$ cat src/hdl/mcstg_pkg.sv
// Package for the multi-channel step tone generator.
// Holds the command codes, field widths and the per-channel control struct.
// No dependencies.
package mcstg_pkg;

   localparam int OP_BITS     = 3;
   localparam int DRIVER_BITS = 2;
   localparam int NOTE_BITS   = 7;
   localparam int REQ_PERIOD_BITS = 16;
   localparam int SWITCH_BITS = 3;
   localparam int LEVEL_BITS  = 3;

   localparam logic [NOTE_BITS-1:0] MAX_NOTE = 7'd119;
   localparam logic LVL_LOW  = 1'b0;
   localparam logic LVL_HIGH = 1'b1;

   typedef enum logic [OP_BITS-1:0] {
      OP_TICK     = 3'd0,
      OP_NOTE_ON  = 3'd1,
      OP_NOTE_OFF = 3'd2,
      OP_RESET    = 3'd3,
      OP_HALT     = 3'd4
   } op_type;

   // Decoded action for one channel.
   typedef struct packed {
      logic tick;
      logic load;
      logic stop;
      logic clear;
   } chan_cmd_type;

endpackage

$ cat src/hdl/mcstg_if.sv
// Valid/ready channel interfaces for the request and response words.
// Depends on mcstg_pkg.
interface mcstg_req_if import mcstg_pkg::*; ();
   logic                       valid;
   logic                       ready;
   logic [OP_BITS-1:0]         op;
   logic [DRIVER_BITS-1:0]     driver;
   logic [NOTE_BITS-1:0]       note;
   logic [REQ_PERIOD_BITS-1:0] period;
   logic [SWITCH_BITS-1:0]     front_pressed;
   logic [SWITCH_BITS-1:0]     rear_pressed;

   modport source (output valid, op, driver, note, period, front_pressed, rear_pressed,
                   input ready);
   modport sink (input valid, op, driver, note, period, front_pressed, rear_pressed,
                 output ready);
endinterface

interface mcstg_rsp_if import mcstg_pkg::*; ();
   logic                  valid;
   logic                  ready;
   logic [LEVEL_BITS-1:0] step_levels;
   logic [LEVEL_BITS-1:0] dir_levels;

   modport source (output valid, step_levels, dir_levels, input ready);
   modport sink (input valid, step_levels, dir_levels, output ready);
endinterface

$ cat src/hdl/multi_channel_step_tone_generator_top.sv
// Multi-channel step tone generator, top level. Accepts one request word per cycle
// when not stalled; the response word with the updated step and direction levels
// passes through the input register and then the channel state, which is also the
// response register. Every request word, whatever its op, gives exactly
// one response word. Back pressure on the response side stalls the input register
// and then the request side; with the response taken every cycle, one word per cycle.
// Depends on mcstg_pkg, mcstg_if, mcstg_dec and mcstg_chan.
module multi_channel_step_tone_generator_top import mcstg_pkg::*; #(
   parameter int NUM_CHANNELS = 3,
   parameter int PERIOD_BITS  = 16
) (
   input  logic         clock,
   input  logic         reset,
   mcstg_req_if.sink    req_chan,
   mcstg_rsp_if.source  rsp_chan
);

   logic                       s1_valid_ff, s1_valid_in;
   logic [OP_BITS-1:0]         s1_op_ff;
   logic [DRIVER_BITS-1:0]     s1_driver_ff;
   logic [NOTE_BITS-1:0]       s1_note_ff;
   logic [REQ_PERIOD_BITS-1:0] s1_period_ff;
   logic [SWITCH_BITS-1:0]     s1_front_ff;
   logic [SWITCH_BITS-1:0]     s1_rear_ff;
   logic                       rsp_valid_ff, rsp_valid_in;
   logic                       fire;
   logic                       req_take;
   logic [PERIOD_BITS-1:0]     period_val;
   chan_cmd_type               cmd [NUM_CHANNELS];
   logic                       step_lvl [NUM_CHANNELS];
   logic                       dir_lvl [NUM_CHANNELS];

   // The channel state advances only when the response slot is free or being emptied.
   assign fire     = s1_valid_ff && (!rsp_valid_ff || rsp_chan.ready);
   assign req_take = req_chan.valid && req_chan.ready;
   assign req_chan.ready = !s1_valid_ff || fire;

   assign s1_valid_in  = req_take ? 1'b1 : (fire ? 1'b0 : s1_valid_ff);
   assign rsp_valid_in = fire ? 1'b1 : (rsp_chan.ready ? 1'b0 : rsp_valid_ff);

   always_ff @(posedge clock) begin
      if (reset) begin
         s1_valid_ff  <= 1'b0;
         rsp_valid_ff <= 1'b0;
      end else begin
         s1_valid_ff  <= s1_valid_in;
         rsp_valid_ff <= rsp_valid_in;
      end
   end

   always_ff @(posedge clock) begin
      if (req_take) begin
         s1_op_ff     <= req_chan.op;
         s1_driver_ff <= req_chan.driver;
         s1_note_ff   <= req_chan.note;
         s1_period_ff <= req_chan.period;
         s1_front_ff  <= req_chan.front_pressed;
         s1_rear_ff   <= req_chan.rear_pressed;
      end
   end

   assign period_val = PERIOD_BITS'(s1_period_ff);

   mcstg_dec #(
      .NUM_CHANNELS(NUM_CHANNELS)
   ) u_dec (
      .op     (s1_op_ff),
      .driver (s1_driver_ff),
      .note   (s1_note_ff),
      .cmd    (cmd)
   );

   for (genvar c = 0; c < NUM_CHANNELS; c++) begin : g_chan
      logic front_bit;
      logic rear_bit;

      // Limit switches exist only for the first three channels.
      if (c < SWITCH_BITS) begin : g_sw
         assign front_bit = s1_front_ff[c];
         assign rear_bit  = s1_rear_ff[c];
      end else begin : g_nosw
         assign front_bit = 1'b0;
         assign rear_bit  = 1'b0;
      end

      mcstg_chan #(
         .PERIOD_BITS(PERIOD_BITS)
      ) u_chan (
         .clock      (clock),
         .reset      (reset),
         .en         (fire),
         .cmd        (cmd[c]),
         .period_val (period_val),
         .front      (front_bit),
         .rear       (rear_bit),
         .step_level (step_lvl[c]),
         .dir_level  (dir_lvl[c])
      );
   end

   for (genvar k = 0; k < LEVEL_BITS; k++) begin : g_out
      if (k < NUM_CHANNELS) begin : g_used
         assign rsp_chan.step_levels[k] = step_lvl[k];
         assign rsp_chan.dir_levels[k]  = dir_lvl[k];
      end else begin : g_unused
         assign rsp_chan.step_levels[k] = LVL_LOW;
         assign rsp_chan.dir_levels[k]  = LVL_LOW;
      end
   end

   assign rsp_chan.valid = rsp_valid_ff;

`ifndef SYNTHESIS
   a_fire_gives_rsp: assert property (@(posedge clock) disable iff (reset)
      fire |=> rsp_valid_ff)
      else $error("state update without a response word");

   a_no_take_when_full: assert property (@(posedge clock) disable iff (reset)
      req_take |-> !(s1_valid_ff && rsp_valid_ff && !rsp_chan.ready))
      else $error("request taken while the pipeline is full");

   a_s1_holds: assert property (@(posedge clock) disable iff (reset)
      s1_valid_ff && !fire |=> s1_valid_ff && $stable(s1_op_ff) && $stable(s1_driver_ff))
      else $error("stalled input register lost its word");
`endif

endmodule

$ cat src/hdl/mcstg_dec.sv
// Command decoder: turns one registered request word into per-channel actions.
// Depends on mcstg_pkg.
module mcstg_dec import mcstg_pkg::*; #(
   parameter int NUM_CHANNELS = 3
) (
   input  logic [OP_BITS-1:0]     op,
   input  logic [DRIVER_BITS-1:0] driver,
   input  logic [NOTE_BITS-1:0]   note,
   output chan_cmd_type           cmd [NUM_CHANNELS]
);

   op_type op_dec;
   logic   hit [NUM_CHANNELS];

   assign op_dec = op_type'(op);

   // Only channels one to three can be addressed by the two-bit driver field.
   for (genvar c = 0; c < NUM_CHANNELS; c++) begin : g_chan
      if (c < 3) begin : g_addr
         assign hit[c] = (driver == DRIVER_BITS'(c + 1));
      end else begin : g_noaddr
         assign hit[c] = 1'b0;
      end

      always_comb begin
         cmd[c] = '0;
         unique case (op_dec)
            OP_TICK:     cmd[c].tick = 1'b1;
            OP_NOTE_ON:  cmd[c].load = hit[c] && (note <= MAX_NOTE);
            OP_NOTE_OFF: cmd[c].stop = hit[c];
            OP_RESET:    cmd[c].clear = hit[c] || (driver == '0);
            OP_HALT:     cmd[c].stop = 1'b1;
            default:     cmd[c] = '0;
         endcase
      end
   end

endmodule

$ cat src/hdl/mcstg_chan.sv
// One tone channel: period, tick counter, step phase and pin levels.
// Depends on mcstg_pkg.
module mcstg_chan import mcstg_pkg::*; #(
   parameter int PERIOD_BITS = 16
) (
   input  logic                   clock,
   input  logic                   reset,
   input  logic                   en,
   input  chan_cmd_type           cmd,
   input  logic [PERIOD_BITS-1:0] period_val,
   input  logic                   front,
   input  logic                   rear,
   output logic                   step_level,
   output logic                   dir_level
);

   logic [PERIOD_BITS-1:0] period_ff, period_in;
   logic [PERIOD_BITS-1:0] count_ff, count_in;
   logic                   phase_ff, phase_in;
   logic                   step_ff, step_in;
   logic                   dir_ff, dir_in;
   logic [PERIOD_BITS-1:0] count_inc;

   assign count_inc = count_ff + PERIOD_BITS'(1);

   always_comb begin
      period_in = period_ff;
      count_in  = count_ff;
      phase_in  = phase_ff;
      step_in   = step_ff;
      dir_in    = dir_ff;
      if (en) begin
         if (cmd.tick && (period_ff != '0)) begin
            if (count_inc >= period_ff) begin
               count_in = '0;
               if (front) begin
                  dir_in = LVL_HIGH;
               end else if (rear) begin
                  dir_in = LVL_LOW;
               end
               step_in  = phase_ff;
               phase_in = ~phase_ff;
            end else begin
               count_in = count_inc;
            end
         end
         if (cmd.load) begin
            period_in = period_val;
         end
         if (cmd.stop) begin
            period_in = '0;
         end
         // Clearing a channel leaves its counter alone.
         if (cmd.clear) begin
            period_in = '0;
            phase_in  = LVL_LOW;
            step_in   = LVL_LOW;
            dir_in    = LVL_LOW;
         end
      end
   end

   always_ff @(posedge clock) begin
      if (reset) begin
         period_ff <= '0;
         count_ff  <= '0;
         phase_ff  <= LVL_LOW;
         step_ff   <= LVL_LOW;
         dir_ff    <= LVL_LOW;
      end else begin
         period_ff <= period_in;
         count_ff  <= count_in;
         phase_ff  <= phase_in;
         step_ff   <= step_in;
         dir_ff    <= dir_in;
      end
   end

   assign step_level = step_ff;
   assign dir_level  = dir_ff;

`ifndef SYNTHESIS
   a_count_below_period: assert property (@(posedge clock) disable iff (reset)
      en && cmd.tick && !cmd.load && !cmd.stop && !cmd.clear && (period_ff != '0)
      |=> count_ff < period_ff)
      else $error("counter not below period after tick");

   a_idle_levels_hold: assert property (@(posedge clock) disable iff (reset)
      en && (period_ff == '0) && !cmd.clear |=> $stable(step_ff) && $stable(phase_ff))
      else $error("stopped channel changed its step level");

   a_clear_levels_low: assert property (@(posedge clock) disable iff (reset)
      en && cmd.clear |=> (period_ff == '0) && !step_ff && !phase_ff && !dir_ff)
      else $error("cleared channel kept a level or its period");
`endif

endmodule

$ cat src/flat_wrapper.sv
// flat-port wrapper written by rule: the top's interface ports become plain ports
module multi_channel_step_tone_generator_top_flat import mcstg_pkg::*;
#(
   parameter int NUM_CHANNELS = 3,
   parameter int PERIOD_BITS  = 16
)
  (clock, reset, req_chan_valid, req_chan_op, req_chan_driver, req_chan_note, req_chan_period, req_chan_front_pressed, req_chan_rear_pressed, req_chan_ready, rsp_chan_valid, rsp_chan_step_levels, rsp_chan_dir_levels, rsp_chan_ready);
  mcstg_req_if req_chan_i ();
  mcstg_rsp_if rsp_chan_i ();
  input  logic clock;
  input  logic reset;
  input wire logic [$bits(req_chan_i.valid)-1:0] req_chan_valid;
  input wire logic [$bits(req_chan_i.op)-1:0] req_chan_op;
  input wire logic [$bits(req_chan_i.driver)-1:0] req_chan_driver;
  input wire logic [$bits(req_chan_i.note)-1:0] req_chan_note;
  input wire logic [$bits(req_chan_i.period)-1:0] req_chan_period;
  input wire logic [$bits(req_chan_i.front_pressed)-1:0] req_chan_front_pressed;
  input wire logic [$bits(req_chan_i.rear_pressed)-1:0] req_chan_rear_pressed;
  output wire logic [$bits(req_chan_i.ready)-1:0] req_chan_ready;
  output wire logic [$bits(rsp_chan_i.valid)-1:0] rsp_chan_valid;
  output wire logic [$bits(rsp_chan_i.step_levels)-1:0] rsp_chan_step_levels;
  output wire logic [$bits(rsp_chan_i.dir_levels)-1:0] rsp_chan_dir_levels;
  input wire logic [$bits(rsp_chan_i.ready)-1:0] rsp_chan_ready;
  assign req_chan_i.valid = req_chan_valid;
  assign req_chan_i.op = req_chan_op;
  assign req_chan_i.driver = req_chan_driver;
  assign req_chan_i.note = req_chan_note;
  assign req_chan_i.period = req_chan_period;
  assign req_chan_i.front_pressed = req_chan_front_pressed;
  assign req_chan_i.rear_pressed = req_chan_rear_pressed;
  assign req_chan_ready = req_chan_i.ready;
  assign rsp_chan_valid = rsp_chan_i.valid;
  assign rsp_chan_step_levels = rsp_chan_i.step_levels;
  assign rsp_chan_dir_levels = rsp_chan_i.dir_levels;
  assign rsp_chan_i.ready = rsp_chan_ready;
  multi_channel_step_tone_generator_top #(.NUM_CHANNELS(NUM_CHANNELS), .PERIOD_BITS(PERIOD_BITS)) u_core (.clock(clock), .reset(reset), .req_chan(req_chan_i), .rsp_chan(rsp_chan_i));
endmodule
$ cat config.mk
export PLATFORM = sky130hd
export DESIGN_NAME = multi_channel_step_tone_generator_top_flat
export DESIGN_NICKNAME = d
export VERILOG_FILES = /design/src/hdl/mcstg_pkg.sv /design/src/hdl/mcstg_if.sv /design/src/hdl/multi_channel_step_tone_generator_top.sv /design/src/hdl/mcstg_dec.sv /design/src/hdl/mcstg_chan.sv /design/src/flat_wrapper.sv
export SDC_FILE = /design/constraint.sdc
export NUM_CORES = 1
export LEC_CHECK = 0
export BUFFER_PORTS_ARGS = -buffer_cell sky130_fd_sc_hd__buf_4
export CAP_MARGIN = 0
export CORE_ASPECT_RATIO = 1.75
export CORE_MARGIN = 1.5
export CORE_UTILIZATION = 61
export DETAILED_ROUTE_END_ITERATION = 10
export HOLD_SLACK_MARGIN = 0.05
export PLACE_DENSITY_LB_ADDON = 0.12
export SYNTH_ARGS = -nofsm -noshare
export SYNTH_HDL_FRONTEND = slang
export SYNTH_SLANG_ARGS = --single-unit
$ cat constraint.sdc
create_clock -name clock -period 4.1 [get_ports clock]
set_input_delay 0.205 -clock clock [delete_from_list [all_inputs] [get_ports clock]]
set_output_delay 0.205 -clock clock [all_outputs]
set_load 0.01 [all_outputs]
==> results.txt, run 1 <==
----------------------------------------------------
[Critical path]
  Required time of the critical path ... 4.44 ns
  Crit-path slowest cell ... sky130_fd_sc_hd__and4b_1
  Launching element type of the critical path ... register
  Largest fanout of any net on the critical path ... 13
  Crit-path leading delay family ... simple AND/OR/NAND/NOR gates
  Reg-to-reg critical path endpoint ... u_core.g_chan[2].u_chan.count_ff[8]$_SDFFE_PP0P_
  CP Buf/Inv Count ... 0
  Reg2Reg Depth ... 12
  Kind of critical path ... reg -> reg
  Reg2Reg Setup Slack ... 0.50 ns
  Launch instance of the worst register-to-register path ... u_core.g_chan[2].u_chan.count_ff[0]$_SDFFE_PP0P_
  Biggest cell delay along the critical path ... 0.60 ns
  Crit-path cells ... ha_1 -> nand3_1 -> nor4_2 -> nand2_1 -> xnor2_1 -> ha_1 -> a21oi_1 -> nand2_1 -> a221oi_2 -> and4b_1 -> nand2b_1 -> a31oi_1
  Endpoint arrival time on the critical path ... 3.94 ns
  Category of the worst setup path capture point ... register

[Synthesis]
  Dominant register cell in the synthesized netlist ... sky130_fd_sc_hd__dfxtp_1
  Count of state elements after synthesis ... 138
  Cell taking the most area after synthesis ... sky130_fd_sc_hd__dfxtp_1
  Average cell area after synthesis ... 8.76 µm²
  Leading post-synthesis cells by cell area ... sky130_fd_sc_hd__dfxtp_1, sky130_fd_sc_hd__edfxtp_1, sky130_fd_sc_hd__ha_1
  Fraction of synthesis flops using an asynchronous set or reset pin ... 0%
  Post-Synthesis Net Count ... 936
  Yosys synthesis warning count ... 0
  Number of flops mapped to enable cells by yosys ... 31
  Post-synthesis cell type count ... 59
  Cell area after synthesis ... 0.00739 mm²
  Part of the Yosys area used for sequential elements ... 41.6%
  Fraction of post-synthesis cell area in the top cell type by area ... 29.0%
  Number of instances in the synthesized netlist ... 843

[Route]
  Routed wire length ... 17300 µm
  Vias after detailed routing ... 6202
  Total DRC errors in the routed layout ... 0
  Avg WL per Cell ... 16.4 µm
  Router iterations before antenna repair ... 6
  Post-DRT Antenna Nets ... 0
  Drt initial violations ... 272
  Vias per std cell ... 5.88

[Cells and area]
  Fill cell instance count of the final layout ... 874
  Core utilization of the finished layout ... 72.6%
  Number of antenna diodes ... 0
  Area used by sequential logic in the layout ... 0.00307 mm²
  Fraction of layout instances using a drive strength above 1 ... 10.8%
  Fin nets ... 998
  Area growth from synthesis to layout ... 17.3%
  Area of the multi-input gates ... 0.00391 mm²

[Timing]
  Tcrit/Tclk final ... 87.7%
  Sum of negative setup slack ... 0 ns
  Remaining max-slew budget at the tightest pin ... 47.7%
  RSZ-0062 raised after global routing ... false
  Count of final hold-check violations ... 0
  Final slew viol count ... 0
  Skew final ... 0.00854 ns
  Number of setup violations in the final report ... 0
  Fmax achieved ... 278 MHz
  Final worst path period need ... 3.60 ns
  Slew of the pin with the lowest slew margin ... 0.782 ns
  Final Hold Slack ... 0.0907 ns

[Clock network]
  Maximum level of the CTS H-tree ... 4
  Max Buffers Root-to-Sink ... 2
  Clock transition time at the flip-flop clock pins of the worst setup and hold paths ... 0.06 ns
  CTS root buf ... sky130_fd_sc_hd__clkbuf_16
  Number of clock sinks seen by CTS ... 138
  Clock buffers created by TritonCTS ... 17
  Resize count post-CTS ... 0
  CTS tree ... built
  Latest clock arrival within the worst-skew pair ... 0.42 ns
  Postcts setup bufs ... 0

[Global routing]
  Largest net degree at the start of global routing ... 47
  Via count of the first global-routing pass ... 6090
  Total track usage ... 28.3%
  Global-route wire length before repair ... 28300 µm
  Antenna violations before repair ... 0
  Leftover overflow at the end of global routing ... 0

[Placed design]
  Gpl congestion ... 0.917
  Detailed-placement wirelength estimate ... 12300 µm
  IO Port Bufs ... 42

[Pwr]
  Internal ... 2.51 mW
  Total Power Consumption ... 3.31 mW
  Total power divided by cell area ... 382 mW/mm²
  Sw frac ... 24.2%
  Clock power frac ... 49.2%
  Sequential share of power ... 43.8%
  Max IR drop VDD ... 0.311 mV
  Leak pwr ... 3.43 nW
  Sw Pwr ... 0.802 mW
  Power share of the combinational group ... 7.0%

[Floorplan]
  Overall die width ... 86.2 µm
  Top Ports ... 46
  Die Outline Area ... 0.0128 mm²
  Std cell rows ... 53
  Die span in y ... 149 µm
  Total core area ... 0.0119 mm²
  Starting Density ... 61.9%

[Min path]
  Worst Hold Class ... in -> reg
  Endpoint, Worst Hold ... u_core.rsp_chan.valid$_SDFFE_PP0P_
  Hold Startpoint ... rsp_chan_ready
  Number of cells on the worst hold path ... 4

[Flow run]
  Max-cap viol count ... 0

[Status]
  Result of the run ... finished clean

----------------------------------------------------
==> sequential cells by signal, summed over array words and instances (netlist names) <==
register,flops
u_core.g_chan.u_chan.count_ff,48
u_core.s1_front_ff,3
u_core.s1_rear_ff,3
u_core.g_chan.u_chan.dir_level,3
u_core.s1_driver_ff,2
u_core.s1_note_ff,4
u_core.rsp_chan.valid,1
u_core.period_val,16
u_core.s1_valid_ff,1
u_core.g_chan.u_chan.phase_ff,3
u_core.s1_op_ff,3
u_core.g_chan.u_chan.period_ff,48
u_core.g_chan.u_chan.step_level,3
==> cell usage after synthesis (3+ instances only) <==
cell	count
sky130_fd_sc_hd__nor3_1	13
sky130_fd_sc_hd__nand2_1	102
sky130_fd_sc_hd__or3_1	5
sky130_fd_sc_hd__nand4b_1	3
sky130_fd_sc_hd__a21oi_2	7
sky130_fd_sc_hd__o21ai_1	4
sky130_fd_sc_hd__inv_1	61
sky130_fd_sc_hd__clkbuf_1	17
sky130_fd_sc_hd__buf_2	7
sky130_fd_sc_hd__and2_1	4
sky130_fd_sc_hd__nand2b_1	11
sky130_fd_sc_hd__o21a_1	4
sky130_fd_sc_hd__nor4_1	15
sky130_fd_sc_hd__nor2b_1	4
sky130_fd_sc_hd__and3_1	14
sky130_fd_sc_hd__edfxtp_1	31
sky130_fd_sc_hd__dfxtp_1	107
sky130_fd_sc_hd__a21oi_1	81
sky130_fd_sc_hd__a31oi_1	4
sky130_fd_sc_hd__buf_4	8
sky130_fd_sc_hd__ha_1	55
sky130_fd_sc_hd__xnor2_1	30
sky130_fd_sc_hd__a22o_1	17
sky130_fd_sc_hd__xor2_1	16
sky130_fd_sc_hd__a21o_1	20
sky130_fd_sc_hd__nand3b_1	3
sky130_fd_sc_hd__nor2_1	55
sky130_fd_sc_hd__nand3_1	79
sky130_fd_sc_hd__nand4_1	14
sky130_fd_sc_hd__o21ai_0	15
==> how the worst max path moves through the flow <==
stage / start / cells past startpoint / to / slack, ns
after detailed placement: u_core.g_chan[2].u_chan.count_ff[0]$_SDFFE_PP0P_ / 12 / u_core.g_chan[2].u_chan.count_ff[8]$_SDFFE_PP0P_ / 0.55
after CTS: u_core.g_chan[2].u_chan.count_ff[0]$_SDFFE_PP0P_ / 12 / u_core.g_chan[2].u_chan.count_ff[8]$_SDFFE_PP0P_ / 0.52
after floorplan: u_core.g_chan[2].u_chan.count_ff[0]$_SDFFE_PP0P_ / 12 / u_core.g_chan[2].u_chan.count_ff[5]$_SDFFE_PP0P_ / 1.08
after global routing: u_core.g_chan[2].u_chan.count_ff[0]$_SDFFE_PP0P_ / 12 / u_core.g_chan[2].u_chan.count_ff[13]$_SDFFE_PP0P_ / 0.12
after global placement: u_core.g_chan[2].u_chan.count_ff[0]$_SDFFE_PP0P_ / 12 / u_core.g_chan[2].u_chan.count_ff[15]$_SDFFE_PP0P_ / 0.64
final: u_core.g_chan[2].u_chan.count_ff[0]$_SDFFE_PP0P_ / 12 / u_core.g_chan[2].u_chan.count_ff[8]$_SDFFE_PP0P_ / 0.50
==> layout make-up <==
| type | instances | area share, % |
|---|---|---|
| well taps | 137 | 1.98 |
| clock buffers | 17 | 4.91 |
| inverters | 61 | 2.64 |
| flip-flops and latches | 138 | 35.5 |
| repair buffers | 77 | 7.59 |
| clock inverters | 15 | 2.32 |
| multi-input cells | 610 | 45.1 |
==> stage by stage <==
step	area [µm²]	instances	setup slack, ns
final	8670	1055	0.503
after global routing	8670	1055	0.125
after CTS	8670	1055	0.525
after detailed placement	7720	991	0.552
after global placement	7720	991	0.640
after floorplan	7390	843	1.08
==> power by group through the flow <==
stage	clock (mW)	combinational (mW)	sequential (mW)
after floorplan	0	0.146	1.47
after global placement	0	0.198	1.48
after detailed placement	0	0.204	1.48
after CTS	1.64	0.230	1.45
after global routing	1.71	0.254	1.45
final	1.63	0.232	1.45
==> repair_timing <==
item	CTS	global route
endpoints found under the hold margin	32	0
endpoints found under the setup margin	0	0
hold buffers	32	0
==> logic make-up after synthesis <==
kind of cell	Yosys count	share of synthesized area [%]
flops	138	41.6
buf+inv	95	5.47
compound gates	172	15.7
fa+ha+maj	55	9.32
simple gates	334	22.0
xor+xnor	46	5.45
mux	3	0.424
==> metal layers <==
layer	part of all wire [%]	track usage, %
met5	0	0
met4	4.7	14.1
met3	3.6	5.16
met2	54	53.3
met1	38	29.3
==> layout by cell type, fill, tap and decap left out, drive strengths merged, types with 16 or more instances in the layout <==
cell,n
a22o,17
a21oi,88
edfxtp,31
nor4,16
xnor2,30
clkbuf,17
dfxtp,107
nand2,102
nor2,55
o21ai,19
xor2,16
nand3,79
buf,45
ha,55
a21o,20
dlygate4sd3,32
inv,70
==> worst min-delay path: stages <==
cell and delay [ns]:
sky130_fd_sc_hd__buf_4 0.08, sky130_fd_sc_hd__nor2b_1 0.05, sky130_fd_sc_hd__nor2_1 0.08, sky130_fd_sc_hd__nor2_1 0.04
No activity file was read; power rests on OpenSTA's default activity.
==> run 2: changes to the inputs <==
- PLACE_DENSITY: unset -> 0.8
- PLACE_DENSITY_LB_ADDON: 0.12 -> unset
==> results.txt, run 2 (synthesis results as in run 1) <==
----------------------------------------------------
[Timing]
  Final setup slack of the worst path ... 0.475 ns
  Slew of the pin with the lowest slew margin ... 0.895 ns
  Remaining max-slew budget at the tightest pin ... 40.1%
  Final worst path period need ... 3.63 ns
  Tcrit/Tclk final ... 88.4%
  Skew final ... 0.0104 ns
  Number of setup violations in the final report ... 0
  RSZ-0062 raised after global routing ... false
  Fmax achieved ... 276 MHz
  Final Hold Slack ... 0.0931 ns
  Final slew viol count ... 0
  Count of final hold-check violations ... 0
  Sum of negative setup slack ... 0 ns

[Clock network]
  Clock transition time at the flip-flop clock pins of the worst setup and hold paths ... 0.07 ns
  Resize count post-CTS ... 0
  CTS tree ... built
  CTS Hold Bufs ... 32
  Postcts setup bufs ... 0
  Maximum level of the CTS H-tree ... 4
  Max Buffers Root-to-Sink ... 2
  Number of clock sinks seen by CTS ... 138
  CTS root buf ... sky130_fd_sc_hd__clkbuf_16
  Latest clock arrival within the worst-skew pair ... 0.42 ns
  Clock buffers created by TritonCTS ... 17

[Floorplan]
  Starting Density ... 61.9%
  Overall die width ... 86.2 µm
  Std cell rows ... 53
  Top Ports ... 46
  Die Outline Area ... 0.0128 mm²
  Die span in y ... 149 µm
  Total core area ... 0.0119 mm²

[Pwr]
  Leak pwr ... 3.40 nW
  Total power divided by cell area ... 367 mW/mm²
  Total Power Consumption ... 3.16 mW
  Max IR drop VDD ... 0.426 mV

[Placed design]
  Cell area after placement ... 0.00772 mm²
  Worst Setup Slack post-DPL ... 0.530 ns
  Cell count after placement ... 991
  IO Port Bufs ... 42
  Detailed-placement wirelength estimate ... 12800 µm
  Gpl congestion ... 0.893

[Critical path]
  Required time of the critical path ... 4.46 ns
  Kind of critical path ... reg -> reg
  Endpoint arrival time on the critical path ... 3.98 ns
  Category of the worst setup path capture point ... register
  Largest fanout of any net on the critical path ... 7
  Launching element type of the critical path ... register

[Global routing]
  Via count of the first global-routing pass ... 6630
  Leftover overflow at the end of global routing ... 0
  Global-route wire length before repair ... 30200 µm
  Total track usage ... 30.2%
  Largest net degree at the start of global routing ... 53
  Antenna violations before repair ... 0

[Route]
  Avg WL per Cell ... 17.7 µm
  Top metal layer carrying routed signals ... met4
  Wire length on met1 ... 6790 µm
  Routed wire length ... 18600 µm
  Total DRC errors in the routed layout ... 0
  Post-DRT Antenna Nets ... 0
  Met2 WL post-DR ... 10100 µm
  Vias per std cell ... 6.12
  Router iterations before antenna repair ... 5
  Met3 WL post-DR ... 655 µm
  Vias after detailed routing ... 6455
  Drt initial violations ... 343

[Cells and area]
  Area growth from synthesis to layout ... 16.6%
  Post-Layout Cell Count ... 1055
  Final instance area ... 0.00861 mm²
  Fin nets ... 998
  Commonest non-fill, non-tap cells in the layout ... sky130_fd_sc_hd__dfxtp_1, sky130_fd_sc_hd__nand2_1, sky130_fd_sc_hd__a21oi_1
  Fraction of layout instances using a drive strength above 1 ... 10.8%
  Core utilization of the finished layout ... 72.2%
  Number of antenna diodes ... 0
  Commonest non-fill, non-tap cell in the layout ... sky130_fd_sc_hd__dfxtp_1

[Min path]
  Worst Hold Class ... in -> reg

[Status]
  Result of the run ... finished clean

[Flow run]
  Max-cap viol count ... 0

----------------------------------------------------
## run 2: cell types whose count changed in the layout (fill, tap and decap cells not counted), sizes merged
cell / delta
clkinv: +2
bufinv: -3
inv: +1
## run 2: per-layer routing
layer | global-route usage [%] | vias up
met5 | 0 | -
met4 | 19.4 | 0
met3 | 5.55 | 77
met2 | 56.1 | 222
met1 | 29.9 | 3057
li1 | - | 3099
## run 2: power breakdown
group | total, mW | internal, mW | switching (mW) | leakage [nW]
combinational | 0.237 | 0.103 | 0.135 | 1.96
clock | 1.48 | 0.808 | 0.667 | 0.281
sequential | 1.45 | 1.42 | 0.0287 | 1.17
total | 3.16 | 2.33 | 0.830 | 3.40
## run 2: final cells by class
class	instances	area (µm²)
clock inverters	15	149
flip-flops and latches	138	3070
clock buffers	17	425
fillers	807	3320
repair buffers	77	658
well taps	137	171
multi-input cells	610	3910
inverters	61	229
## run 2: worst paths after layout
check | start | end | slack, ns | cells after the start
hold reg to reg | u_core.g_chan[2].u_chan.period_ff[2]$_SDFFE_PP0P_ | u_core.g_chan[2].u_chan.period_ff[2]$_SDFFE_PP0P_ | 0.47 | 2
setup reg to reg | u_core.g_chan[2].u_chan.count_ff[0]$_SDFFE_PP0P_ | u_core.g_chan[2].u_chan.count_ff[15]$_SDFFE_PP0P_ | 0.47 | 12
setup / recovery | u_core.g_chan[2].u_chan.count_ff[0]$_SDFFE_PP0P_ | u_core.g_chan[2].u_chan.count_ff[15]$_SDFFE_PP0P_ | 0.47 | 12
hold / removal | rsp_chan_ready | u_core.rsp_chan.valid$_SDFFE_PP0P_ | 0.09 | 4
## run 2: critical path: stages (launching register included)
cell                       delay, ns
sky130_fd_sc_hd__dfxtp_1        0.40
sky130_fd_sc_hd__ha_1           0.26
sky130_fd_sc_hd__nand3_1        0.18
sky130_fd_sc_hd__nor4_2         0.47
sky130_fd_sc_hd__nand2_1        0.20
sky130_fd_sc_hd__xnor2_1        0.17
sky130_fd_sc_hd__ha_1           0.32
sky130_fd_sc_hd__a21oi_1        0.18
sky130_fd_sc_hd__nand2_1        0.08
sky130_fd_sc_hd__a221oi_2       0.40
sky130_fd_sc_hd__nand4b_1       0.39
sky130_fd_sc_hd__or3_1          0.42
sky130_fd_sc_hd__o21ai_1        0.08
